==> src/fse_pkg.sv <==
// ----------------------------------------------------------------------------
// fse_pkg
// Shared types and constants for the FASTA symbol encoder: operation and
// result codes, register indexes, the command queue entry and the result.
// ----------------------------------------------------------------------------
package fse_pkg;

  // Input operations
  localparam logic [1:0] OP_DATA = 2'd0;
  localparam logic [1:0] OP_MAP  = 2'd1;
  localparam logic [1:0] OP_END  = 2'd2;

  // Result kinds
  localparam logic [2:0] KIND_SYMBOL = 3'd0;
  localparam logic [2:0] KIND_RANGE  = 3'd1;
  localparam logic [2:0] KIND_COUNT  = 3'd2;
  localparam logic [2:0] KIND_TOTALS = 3'd3;
  localparam logic [2:0] KIND_ERROR  = 3'd4;

  // Configuration register indexes
  localparam logic [7:0] CFG_NUM_CHARS      = 8'd0;
  localparam logic [7:0] CFG_SPECIAL_FROM   = 8'd1;
  localparam logic [7:0] CFG_SEPARATOR_CODE = 8'd2;
  localparam logic [7:0] CFG_UNDEFINED_CODE = 8'd3;

  // Configuration reset values
  localparam logic [5:0] NUM_CHARS_RST      = 6'd4;
  localparam logic [7:0] SPECIAL_FROM_RST   = 8'd254;
  localparam logic [7:0] SEPARATOR_CODE_RST = 8'd255;
  localparam logic [7:0] UNDEFINED_CODE_RST = 8'd253;

  // Characters with a meaning of their own
  localparam logic [7:0] ASCII_GT    = 8'h3E;
  localparam logic [7:0] ASCII_NL    = 8'h0A;
  localparam logic [7:0] ASCII_SPACE = 8'h20;
  localparam logic [7:0] ASCII_TAB   = 8'h09;
  localparam logic [7:0] ASCII_CR    = 8'h0D;

  // Command queue between front and back
  localparam int QUEUE_DEPTH = 4;
  localparam int QPTR_W      = $clog2(QUEUE_DEPTH);
  localparam int QCNT_W      = $clog2(QUEUE_DEPTH + 1);

  typedef struct packed {
    logic [5:0] num_chars;
    logic [7:0] special_from;
    logic [7:0] separator_code;
    logic [7:0] undefined_code;
  } fse_cfg_t;

  // One classified item on its way to the back end
  typedef struct packed {
    logic       eoi;   // end of input
    logic [7:0] raw;   // raw byte
    logic [7:0] cc;    // mapped code
    logic       nl;    // byte is newline
    logic       gt;    // byte is '>'
    logic       ws;    // byte is whitespace
  } fse_cmd_t;

  typedef struct packed {
    logic [2:0]  kind;
    logic [31:0] position;
    logic [7:0]  code;
    logic [31:0] amount;
    logic        final_res;
  } fse_res_t;

  // 32-bit increment that sticks at all ones
  function automatic logic [31:0] sat_inc32(input logic [31:0] v);
    return (v == 32'hFFFF_FFFF) ? v : v + 32'd1;
  endfunction

endpackage

==> src/fasta_symbol_encoder_unit.sv <==
// ----------------------------------------------------------------------------
// fasta_symbol_encoder_unit
// FASTA byte stream encoder with loadable symbol map, run and count report.
// ----------------------------------------------------------------------------
// Usage:
//   Input channel (in_valid/in_ready) takes one transaction per item:
//   operation 0 feeds a file byte, 1 loads symbol map entry in_byte with
//   map_value, 2 marks end of input. Map loads take effect for the very
//   next byte. Results leave on out_valid/out_ready; final_res flags the
//   last result of an item.
//   Configuration writes (cfg_valid/cfg_ready, cfg_index, cfg_data) are
//   always taken and must only be issued while the block is idle.
// Timing:
//   A byte's first result passes the map read at the accepting edge, the
//   queue write and the output register. Steady state is one byte per
//   cycle while out_ready is high; a byte that closes a special run emits
//   its range, then its symbol, and end of input emits the open range,
//   min(num_chars, MAX_SYMBOLS) counts and the totals, one result per cycle.
//   A 4-entry command queue lets input flow while the receiver stalls;
//   once it plus the lookup stage hold 4, in_ready drops until results drain.
// Reset:
//   rst clears stream state, the error latch and configuration to defaults;
//   the symbol map holds garbage until loaded.
// ----------------------------------------------------------------------------
module fasta_symbol_encoder_unit import fse_pkg::*; #(
  parameter int MAX_SYMBOLS = 4,
  parameter int COUNT_BITS  = 32
) (
  input  logic        clk,
  input  logic        rst,
  input  logic        in_valid,
  output logic        in_ready,
  input  logic [1:0]  operation,
  input  logic [7:0]  in_byte,
  input  logic [7:0]  map_value,
  output logic        out_valid,
  input  logic        out_ready,
  output logic [2:0]  kind,
  output logic [31:0] position,
  output logic [7:0]  code,
  output logic [31:0] amount,
  output logic        final_res,
  input  logic        cfg_valid,
  output logic        cfg_ready,
  input  logic [7:0]  cfg_index,
  input  logic [7:0]  cfg_data
);

  fse_cfg_t          cfg;
  fse_cmd_t          push_cmd;
  fse_cmd_t          head_cmd;
  fse_res_t          res;
  logic              push;
  logic              pop;
  logic              not_empty;
  logic [QCNT_W-1:0] q_count;

  // Configuration registers
  assign cfg_ready = 1'b1;

  always_ff @(posedge clk) begin
    if (rst) begin
      cfg.num_chars      <= NUM_CHARS_RST;
      cfg.special_from   <= SPECIAL_FROM_RST;
      cfg.separator_code <= SEPARATOR_CODE_RST;
      cfg.undefined_code <= UNDEFINED_CODE_RST;
    end else if (cfg_valid) begin
      case (cfg_index)
        CFG_NUM_CHARS:      cfg.num_chars      <= cfg_data[5:0];
        CFG_SPECIAL_FROM:   cfg.special_from   <= cfg_data;
        CFG_SEPARATOR_CODE: cfg.separator_code <= cfg_data;
        CFG_UNDEFINED_CODE: cfg.undefined_code <= cfg_data;
        default: ;
      endcase
    end
  end

  fse_front u_front (
    .clk       (clk),
    .rst       (rst),
    .in_valid  (in_valid),
    .in_ready  (in_ready),
    .operation (operation),
    .in_byte   (in_byte),
    .map_value (map_value),
    .q_count   (q_count),
    .push      (push),
    .cmd       (push_cmd)
  );

  fse_queue u_queue (
    .clk       (clk),
    .rst       (rst),
    .push      (push),
    .push_data (push_cmd),
    .pop       (pop),
    .head      (head_cmd),
    .not_empty (not_empty),
    .count     (q_count)
  );

  fse_back #(
    .MAX_SYMBOLS (MAX_SYMBOLS),
    .COUNT_BITS  (COUNT_BITS)
  ) u_back (
    .clk       (clk),
    .rst       (rst),
    .cfg       (cfg),
    .cmd       (head_cmd),
    .cmd_valid (not_empty),
    .cmd_pop   (pop),
    .out_valid (out_valid),
    .out_ready (out_ready),
    .res       (res)
  );

  // Result fields
  assign kind      = res.kind;
  assign position  = res.position;
  assign code      = res.code;
  assign amount    = res.amount;
  assign final_res = res.final_res;

endmodule

==> src/fse_front.sv <==
// ----------------------------------------------------------------------------
// fse_front
// Input side: accepts items, owns the symbol map, looks up each data byte
// and classifies it before pushing a command into the queue.
// ----------------------------------------------------------------------------
module fse_front import fse_pkg::*; (
  input  logic              clk,
  input  logic              rst,
  input  logic              in_valid,
  output logic              in_ready,
  input  logic [1:0]        operation,
  input  logic [7:0]        in_byte,
  input  logic [7:0]        map_value,
  input  logic [QCNT_W-1:0] q_count,
  output logic              push,
  output fse_cmd_t          cmd
);

  logic [7:0] map_mem [256];
  logic [7:0] rd_code;
  logic       s1_valid;
  logic       s1_eoi;
  logic [7:0] s1_byte;
  logic       accept;

  // Credit check: room for the lookup stage and one more item
  assign in_ready = ((QCNT_W + 1)'(q_count) + (QCNT_W + 1)'(s1_valid))
                    < (QCNT_W + 1)'(QUEUE_DEPTH);
  assign accept   = in_valid && in_ready;

  // Symbol map, registered read
  always_ff @(posedge clk) begin
    if (accept && operation == OP_MAP) begin
      map_mem[in_byte] <= map_value;
    end
    rd_code <= map_mem[in_byte];
  end

  // Lookup stage: data bytes and end of input only
  always_ff @(posedge clk) begin
    if (rst) begin
      s1_valid <= 1'b0;
    end else begin
      s1_valid <= accept && (operation == OP_DATA || operation == OP_END);
    end
    s1_eoi  <= (operation == OP_END);
    s1_byte <= in_byte;
  end

  // Classify the byte
  assign push    = s1_valid;
  assign cmd.eoi = s1_eoi;
  assign cmd.raw = s1_byte;
  assign cmd.cc  = rd_code;
  assign cmd.nl  = (s1_byte == ASCII_NL);
  assign cmd.gt  = (s1_byte == ASCII_GT);
  assign cmd.ws  = (s1_byte == ASCII_SPACE) ||
                   (s1_byte >= ASCII_TAB && s1_byte <= ASCII_CR);

endmodule

==> src/fse_queue.sv <==
// ----------------------------------------------------------------------------
// fse_queue
// Small command FIFO that decouples the front end from the back end.
// ----------------------------------------------------------------------------
module fse_queue import fse_pkg::*; (
  input  logic              clk,
  input  logic              rst,
  input  logic              push,
  input  fse_cmd_t          push_data,
  input  logic              pop,
  output fse_cmd_t          head,
  output logic              not_empty,
  output logic [QCNT_W-1:0] count
);

  fse_cmd_t          entries [QUEUE_DEPTH];
  logic [QPTR_W-1:0] wr_ptr;
  logic [QPTR_W-1:0] rd_ptr;

  assign head      = entries[rd_ptr];
  assign not_empty = (count != '0);

  // Storage
  always_ff @(posedge clk) begin
    if (push) begin
      entries[wr_ptr] <= push_data;
    end
  end

  // Pointers and fill level
  always_ff @(posedge clk) begin
    if (rst) begin
      wr_ptr <= '0;
      rd_ptr <= '0;
      count  <= '0;
    end else begin
      if (push) begin
        wr_ptr <= (wr_ptr == QPTR_W'(QUEUE_DEPTH - 1)) ? '0 : wr_ptr + 1'b1;
      end
      if (pop) begin
        rd_ptr <= (rd_ptr == QPTR_W'(QUEUE_DEPTH - 1)) ? '0 : rd_ptr + 1'b1;
      end
      if (push && !pop) begin
        count <= count + 1'b1;
      end else if (pop && !push) begin
        count <= count - 1'b1;
      end
    end
  end

endmodule

==> src/fse_back.sv <==
// ----------------------------------------------------------------------------
// fse_back
// Stream side: keeps line state, special runs, counts and positions, and
// sequences the results of each command into the output register.
// ----------------------------------------------------------------------------
module fse_back import fse_pkg::*; #(
  parameter int MAX_SYMBOLS = 4,
  parameter int COUNT_BITS  = 32
) (
  input  logic     clk,
  input  logic     rst,
  input  fse_cfg_t cfg,
  input  fse_cmd_t cmd,
  input  logic     cmd_valid,
  output logic     cmd_pop,
  output logic     out_valid,
  input  logic     out_ready,
  output fse_res_t res
);

  localparam int CntW  = (COUNT_BITS >= 32) ? 32 : COUNT_BITS;
  localparam int IdxW  = (MAX_SYMBOLS > 1) ? $clog2(MAX_SYMBOLS) : 1;
  localparam int IdxCW = $clog2(MAX_SYMBOLS + 1);
  localparam logic [CntW-1:0] CntMax = '1;

  typedef enum logic [1:0] {ST_RUN, ST_SYM, ST_CNT} state_t;

  state_t            state;
  logic [CntW-1:0]   counts [MAX_SYMBOLS];
  logic [CntW-1:0]   special_total;
  logic [31:0]       out_position;
  logic [31:0]       run_length;
  logic [31:0]       run_start;
  logic              header_seen;
  logic              at_line_start;
  logic              in_header;
  logic              failed;
  logic [IdxCW-1:0]  idx;
  logic [7:0]        hold_code;

  logic              ld;
  logic [IdxCW-1:0]  lim;
  logic [IdxW-1:0]   cnt_addr;
  logic [CntW-1:0]   cnt_rd;
  logic [CntW-1:0]   cnt_inc;
  logic [CntW-1:0]   spc_inc;
  logic [31:0]       pos_inc;
  logic [31:0]       run_inc;
  logic              code_undef;
  logic              code_special;
  logic              code_bad;

  // Output register can take a result
  assign ld      = !out_valid || out_ready;
  assign cmd_pop = (state == ST_RUN) && cmd_valid && ld;

  // Number of counts reported at end of input
  assign lim = ({1'b0, cfg.num_chars} < 7'(MAX_SYMBOLS)) ?
               IdxCW'(cfg.num_chars) : IdxCW'(MAX_SYMBOLS);

  // Count read port and saturating increments
  assign cnt_addr = (state == ST_CNT) ? idx[IdxW-1:0] : cmd.cc[IdxW-1:0];
  assign cnt_rd   = counts[cnt_addr];
  assign cnt_inc  = (cnt_rd == CntMax) ? cnt_rd : cnt_rd + 1'b1;
  assign spc_inc  = (special_total == CntMax) ? special_total : special_total + 1'b1;
  assign pos_inc  = sat_inc32(out_position);
  assign run_inc  = sat_inc32(run_length);

  // Code classification
  assign code_undef   = (cmd.cc == cfg.undefined_code);
  assign code_special = (cmd.cc >= cfg.special_from);
  assign code_bad     = ({1'b0, cmd.cc} >= {3'b0, cfg.num_chars}) ||
                        ({1'b0, cmd.cc} >= 9'(MAX_SYMBOLS));

  // Sequencer, stream state and output register
  always_ff @(posedge clk) begin
    if (rst) begin
      state         <= ST_RUN;
      out_valid     <= 1'b0;
      special_total <= '0;
      out_position  <= '0;
      run_length    <= '0;
      run_start     <= '0;
      header_seen   <= 1'b0;
      at_line_start <= 1'b1;
      in_header     <= 1'b0;
      failed        <= 1'b0;
      idx           <= '0;
      for (int i = 0; i < MAX_SYMBOLS; i++) begin
        counts[i] <= '0;
      end
    end else begin
      if (out_valid && out_ready) begin
        out_valid <= 1'b0;
      end
      case (state)
        ST_RUN: begin
          if (cmd_pop && !failed) begin
            if (cmd.eoi) begin
              // close an open run, then walk the counts
              if (run_length != '0) begin
                res <= '{kind: KIND_RANGE, position: run_start, code: '0,
                         amount: run_length, final_res: 1'b0};
                out_valid <= 1'b1;
              end
              idx   <= '0;
              state <= ST_CNT;
            end else if (in_header) begin
              if (cmd.nl) begin
                in_header     <= 1'b0;
                at_line_start <= 1'b1;
              end
            end else if (at_line_start && cmd.gt) begin
              // header line; later headers insert a separator
              at_line_start <= 1'b0;
              in_header     <= 1'b1;
              header_seen   <= 1'b1;
              if (header_seen) begin
                if (run_length == '0) begin
                  run_start <= out_position;
                end
                run_length    <= run_inc;
                special_total <= spc_inc;
                res <= '{kind: KIND_SYMBOL, position: out_position,
                         code: cfg.separator_code, amount: '0, final_res: 1'b1};
                out_valid    <= 1'b1;
                out_position <= pos_inc;
              end
            end else if (cmd.ws) begin
              at_line_start <= cmd.nl;
            end else begin
              at_line_start <= 1'b0;
              if (code_undef || (!code_special && code_bad)) begin
                failed <= 1'b1;
                res <= '{kind: KIND_ERROR, position: out_position, code: cmd.raw,
                         amount: '0, final_res: 1'b1};
                out_valid <= 1'b1;
              end else if (code_special) begin
                if (run_length == '0) begin
                  run_start <= out_position;
                end
                run_length    <= run_inc;
                special_total <= spc_inc;
                res <= '{kind: KIND_SYMBOL, position: out_position, code: cmd.cc,
                         amount: '0, final_res: 1'b1};
                out_valid    <= 1'b1;
                out_position <= pos_inc;
              end else begin
                counts[cnt_addr] <= cnt_inc;
                if (run_length != '0) begin
                  // ordinary symbol closes the run; symbol follows next
                  res <= '{kind: KIND_RANGE, position: run_start, code: '0,
                           amount: run_length, final_res: 1'b0};
                  out_valid  <= 1'b1;
                  run_length <= '0;
                  hold_code  <= cmd.cc;
                  state      <= ST_SYM;
                end else begin
                  res <= '{kind: KIND_SYMBOL, position: out_position, code: cmd.cc,
                           amount: '0, final_res: 1'b1};
                  out_valid    <= 1'b1;
                  out_position <= pos_inc;
                end
              end
            end
          end
        end
        ST_SYM: begin
          if (ld) begin
            res <= '{kind: KIND_SYMBOL, position: out_position, code: hold_code,
                     amount: '0, final_res: 1'b1};
            out_valid    <= 1'b1;
            out_position <= pos_inc;
            state        <= ST_RUN;
          end
        end
        ST_CNT: begin
          if (ld) begin
            if (idx < lim) begin
              res <= '{kind: KIND_COUNT, position: '0, code: 8'(idx),
                       amount: 32'(cnt_rd), final_res: 1'b0};
              out_valid <= 1'b1;
              idx       <= idx + 1'b1;
            end else begin
              // totals, then back to a clean stream
              res <= '{kind: KIND_TOTALS, position: out_position, code: '0,
                       amount: 32'(special_total), final_res: 1'b1};
              out_valid     <= 1'b1;
              special_total <= '0;
              out_position  <= '0;
              run_length    <= '0;
              run_start     <= '0;
              header_seen   <= 1'b0;
              at_line_start <= 1'b1;
              in_header     <= 1'b0;
              for (int i = 0; i < MAX_SYMBOLS; i++) begin
                counts[i] <= '0;
              end
              state <= ST_RUN;
            end
          end
        end
        default: begin
          state <= ST_RUN;
        end
      endcase
    end
  end

endmodule
==> config.mk <==
export PLATFORM = sky130hd
export DESIGN_NAME = fasta_symbol_encoder_unit
export DESIGN_NICKNAME = d
export VERILOG_FILES = /design/src/fse_pkg.sv /design/src/fasta_symbol_encoder_unit.sv /design/src/fse_front.sv /design/src/fse_queue.sv /design/src/fse_back.sv
export SDC_FILE = /design/constraint.sdc
export NUM_CORES = 2
export LEC_CHECK = 0
export BUFFER_PORTS_ARGS = -buffer_cell sky130_fd_sc_hd__buf_2
export CAP_MARGIN = 0
export CORE_ASPECT_RATIO = 2
export CORE_MARGIN = 2
export CORE_UTILIZATION = 49
export DETAILED_ROUTE_END_ITERATION = 12
export GPL_ROUTABILITY_DRIVEN = 0
export PLACE_DENSITY = 0.69
export SYNTH_ARGS = -nofsm -noshare
export SYNTH_HDL_FRONTEND = slang
export SYNTH_SLANG_ARGS = --single-unit
==> constraint.sdc <==
create_clock -name clk -period 8.71 [get_ports clk]
set_clock_uncertainty 0.15 [all_clocks]
set_input_delay 2.1775 -clock clk [delete_from_list [all_inputs] [get_ports clk]]
set_output_delay 2.1775 -clock clk [all_outputs]
set_load 0.02 [all_outputs]
Yosys cells after proc, flatten, opt, wreduce, memory -nomap -nowiden:

Memory sizes are Yosys's and may differ from the RTL's. A register that Yosys moved wholly into a read port is not among the register bits.
Cells that the tools add are included.

* flip-flop bits (word level): 269
* bits in latches: 0
* bits in writable memories: 2256
* ROM bits: 0
* bits of input ports: 39
* output and inout bits: 79
* logic and storage cells: 294
* memories kept: 3

* add/subtract/negate cells: 10
* multiply operators: 0
* divide/modulo/power cells: 0
* magnitude comparators: 8
* eq/ne operators: 42
* shift-type cells: 0
* multiplexer cells: 145
* bitwise gates (word level): 11
* reduce and logical (&&, ||, !) cells: 48

Memory list
* u_front.map_mem: words 256, bits a word 8, rd ports 1, clocked after memory_dff 1, wr ports 1, line fse_front.sv:19 `logic [7:0] map_mem [256];`
* u_back.counts: words 4, bits a word 32, rd ports 1, clocked after memory_dff 0, wr ports 4, line fse_back.sv:29 `logic [CntW-1:0] counts [MAX_SYMBOLS];`
* u_queue.entries: words 4, bits a word 20, rd ports 1, clocked after memory_dff 1, wr ports 1, line fse_queue.sv:16 `fse_cmd_t entries [QUEUE_DEPTH];`

Operator list (count)
* 32-bit 2-to-1 mux: 47
* 76-bit 2-to-1 mux: 11
* 76-bit one-hot mux with 3 select lines: 1
* 32-bit one-hot mux with 2 select lines: 3
* 74-bit 2-to-1 mux: 2
* 32-bit by 1-bit adder with 32-bit output, second input constant: 4
* 32-bit == test, second input constant: 4
* 32-bit one-hot mux with 3 select lines: 1
* 1-bit 2-to-1 mux: 50
* 10-bit AND reduction: 4
* 2-bit 2-to-1 mux: 17
* 32-bit logical NOT: 1
* 32-bit nonzero test: 1
* 32-bit OR reduction: 1
* 3-bit != test, second input constant: 9
* 3-bit 2-to-1 mux: 7
* 8-bit by 2-bit == test with 1-bit output, second input constant: 2
* 8-bit by 6-bit == test with 1-bit output, second input constant: 2
* 2-bit != test, second input constant: 7
* 7-bit AND reduction: 2
* 1-bit logical AND: 12
* 4-bit by 3-bit != test with 1-bit output, second input constant: 3
* 11-bit AND reduction: 1
* 5-bit AND reduction: 2
* 35 further kinds: 70

Longest topological paths before layout:

* word-level depth: 15
* mapped depth: 19

Modules after synthesis:

Synthesis repeated with hierarchy kept, for this count alone.

* cells, all modules: 5588
* area total of the unflattened synthesis: 100918.0 um2

By module, submodules not included
* fse_front: times used 1, cells each 3554, area each 78555.3 um2
* fse_back: times used 1, cells each 1767, area each 17818.3 um2
* fse_queue: times used 1, cells each 148, area each 3321.9 um2
* fasta_symbol_encoder_unit: times used 1, cells each 119, area each 1222.4 um2

Least setup slack after synthesis:

Ideal clock, no wire load.

* kind: input to register
* start point: input port out_ready
* end point: register, netlist name u_back.res[0]
* arrival: 8.490 ns
* slack: -0.554 ns
* stages: 4
* path buffers: 0
* cell sequence: nand2b_1 nand4_1 a211o_1 a211oi_1

* word-level cells in the longest chain between the ends: 5

Ends and longest elaborated chain
* start, declared: line fasta_symbol_encoder_unit.sv:37 `input logic out_ready,`
* 1-bit logical OR *: line fse_back.sv:54 `assign ld = !out_valid || out_ready;`
* 1-bit logical AND: line fse_back.sv:55 `assign cmd_pop = (state == ST_RUN) && cmd_valid && ld;`
* 1-bit logical AND: line fse_back.sv:98 `if (cmd_pop && !failed) begin`
* 2-bit != test (no source line)
* 9-bit AND reduction (no source line) *

Mark *: on every way between the ends. The rest lies on a longest branch, timed or not.
A chain may end at the register's enable or synchronous reset.

==> impl_metrics.json <==
{
  "end_kind": "flip-flop",
  "register_area_um2": 74200,
  "hold_path.class": "reg2reg",
  "cts-resized-gates": 0,
  "synth_adder_area_share": 0.00415,
  "multiInputGateArea_um2": 25800,
  "synth.avg_cell_area_um2": 18.9,
  "crit_top_cell": "mux4_2",
  "port_buffers": 116,
  "fin_setup_tns_ns": 0,
  "drc": 0,
  "cts_tree": "done",
  "n_fill_cell": 15853,
  "die_area_um2": 211000,
  "cts_setup_buffers": 0,
  "via_per_inst": 6.19,
  "num_rows": 236,
  "crit_path_max_fanout": 70,
  "clk_latency_ns": 0.88,
  "hpwlAfterDp_mm": 165,
  "setup_viol": 0,
  "synth.cell_area_um2": 101000,
  "critPathRequiredTime_ns": 9.28,
  "cts-root-buf": "clkbuf_16",
  "r2r_slack_ns": 2.86,
  "grt_pass1_vias": 53841,
  "status": "finished clean",
  "via_count": 51959,
  "grt_pass1_wl_mm": 369,
  "final_cells": 8395,
  "ys_seq_area_frac": 0.732,
  "cts-htree-levels": 4,
  "clockBufferDepth": 4,
  "fmax_mhz": 170,
  "worst_pin_slew_ns": 1.41,
  "yosys.area_share.simple": 0.0559,
  "start_util": 0.492,
  "layout_common_cells": "edfxtp_1 (2,340), mux4_2 (671), nor2_1 (595)",
  "period_share": 0.674,
  "hold_violations": 0,
  "period_minus_slack_ns": 5.87,
  "chipHeight_um": 647,
  "postPlaceCellArea_um2": 105000,
  "hold_buffers": 0,
  "dr.pass1.iters": 6,
  "synth_top_family_by_area": "multiplexers",
  "crit_chain": "buf_8, buf_4, buf_4, mux4_2, mux4_2, mux4_2, mux2i_1, o2111ai_1",
  "rsz0062_at_grt": "false",
  "grt_max_degree": 209,
  "critPathKind": "in2reg",
  "synth_compound_area_frac": 0.0259,
  "wirelength_mm": 256,
  "syn-num-nets": 5434,
  "synth_seq_cells": 2535,
  "clk_pin_slew_ns": 0.07,
  "ioPinCount": 118,
  "numCtsBuffers": 208,
  "p_leak_nw": 35.1,
  "place_inst": 8007,
  "maxSlewHeadroom": 0.0586,
  "synth_mux_area_frac": 0.157,
  "finalNetCount": 5552,
  "stdcell_area_um2": 112000,
  "synth_edf_count": 2340,
  "synth_xor_area_frac": 0.0105,
  "maxCapViolations": 0,
  "synth_cells": 5362,
  "start_kind": "input pin",
  "antenna_found_initial": 9,
  "grtUsageTotal": 0.241,
  "drive_above_1_share": 0.221,
  "drtIter0Drc": 5138,
  "drv_slew": 0,
  "layout_commonest_cell": "edfxtp_1",
  "syn2layout_area_growth_pct": 10.4,
  "ant_nets": 0,
  "synth_ff_type": "edfxtp_1",
  "die_w_um": 326,
  "core_area_um2": 206000,
  "cts.sinks": 2535,
  "wl_per_cell_um": 30.5,
  "peakVddDrop_mv": 0.222,
  "crit_arrival_ns": 6.44,
  "crit_slowest_cell": "mux2i_1",
  "async_flop_share": 0,
  "overflow": 0,
  "ys_types": 87,
  "slowest_delay_ns": 0.80,
  "yosysWarnings": 0,
  "powerDensity_nw_per_um2": 234
}
[path summary, 6_finish.rpt]
| check | startpoint | endpoint | cells after the start |
|---|---|---|---|
| min reg2reg | cfg[17] | cfg[17] | 1 |
| min | cfg[17] | cfg[17] | 1 |
| max reg2reg | flip-flop | u_back.res[41] | 14 |
| max | in_byte[0] | u_front.rd_code[2] | 8 |
[synth_stat cells (15+ instances only)]
cell | count | area, um^2
nand4_1 | 53 | 332
a22o_1 | 41 | 359
xnor2_1 | 40 | 350
buf_2 | 24 | 120
mux4_2 | 671 | 15100
a211o_1 | 24 | 210
nor3b_1 | 35 | 263
a222oi_1 | 24 | 240
and3_1 | 44 | 275
nor2b_1 | 27 | 169
inv_1 | 72 | 270
dfxtp_1 | 195 | 3900
edfxtp_1 | 2340 | 70300
mux2_2 | 18 | 203
o21ai_0 | 27 | 135
nand3_1 | 100 | 500
xor2_1 | 81 | 709
and2_1 | 21 | 131
and4_1 | 15 | 131
mux2i_1 | 56 | 561
a31oi_1 | 33 | 206
nand2_1 | 199 | 747
nor3_1 | 28 | 140
ha_1 | 32 | 400
nor2_1 | 595 | 2230
a21oi_1 | 83 | 415
clkbuf_1 | 197 | 739
nand2b_1 | 18 | 113
buf_1 | 69 | 259
[flip-flops by register name (all words and copies together), names as in the netlist, 8 cells and up, named ones only]
register,cells
u_back.res,76
cfg,30
u_front.map_mem,2048
u_back.counts,128
u_back.hold_code,8
u_back.special_total,32
u_back.run_length,32
u_queue.entries,80
u_back.out_position,32
u_front.rd_code,8
u_back.run_start,32
u_front.s1_byte,8
[metal layers]
metal / vias up / wire (um) / part of all wire / global-route usage
met5: - / 74 / 0.00029 / 0.000925
met2: 2226 / 143000 / 0.56 / 0.460
met3: 640 / 14900 / 0.058 / 0.0336
met1: 27234 / 79900 / 0.31 / 0.245
met4: 12 / 18200 / 0.071 / 0.148
li1: 21847 / - / - / -
[area by class of cell]
cell class | instances | share of cell area
Sequential cell | 2535 | 0.663
Antenna cell | 11 | 0.000246
Timing Repair Buffer | 210 | 0.0141
Clock buffer | 248 | 0.0490
Inverter | 72 | 0.00241
Multi-Input combinational cell | 2453 | 0.230
Tap cell | 2737 | 0.0306
Clock inverter | 129 | 0.0106
[power breakdown]
part / total (W) / internal [W] / leakage [nW] / switching (W)
clock network: 0.00940 / 0.00511 / 3.25 / 0.00429
logic: 0.00321 / 0.00102 / 9.06 / 0.00219
registers: 0.0135 / 0.0135 / 22.8 / 0.0000747
total: 0.0261 / 0.0196 / 35.1 / 0.00656
[critical path, delay by kind of cell]
family	cells	cell delay, ns
mux	4	2.34
buf+inv	3	1.66
compound gates	1	0.16
[logic make-up (layout without fill, tap and decap cells)]
| logic type | after synthesis | after routing |
|---|---|---|
| fa+ha+maj | 33 | 33 |
| xor+xnor | 121 | 121 |
| buf+inv | 374 | 659 |
| compound gates | 343 | 343 |
| flops | 2535 | 2535 |
| other cells | 1 | 12 |
| mux | 749 | 749 |
| simple gates | 1206 | 1206 |
[through the flow]
stage                     worst slack, ns  utilization  hold WS, ns  power, W
after floorplan                      2.08            -        0.285    0.0159
after global placement               1.87        0.511        0.294    0.0169
after detailed placement             1.84        0.511        0.303    0.0170
after CTS                            2.74        0.543        0.319    0.0263
after global routing                 2.65        0.543        0.339    0.0269
final                                2.84        0.543        0.314    0.0261
(Power assumes the default switching activity.)
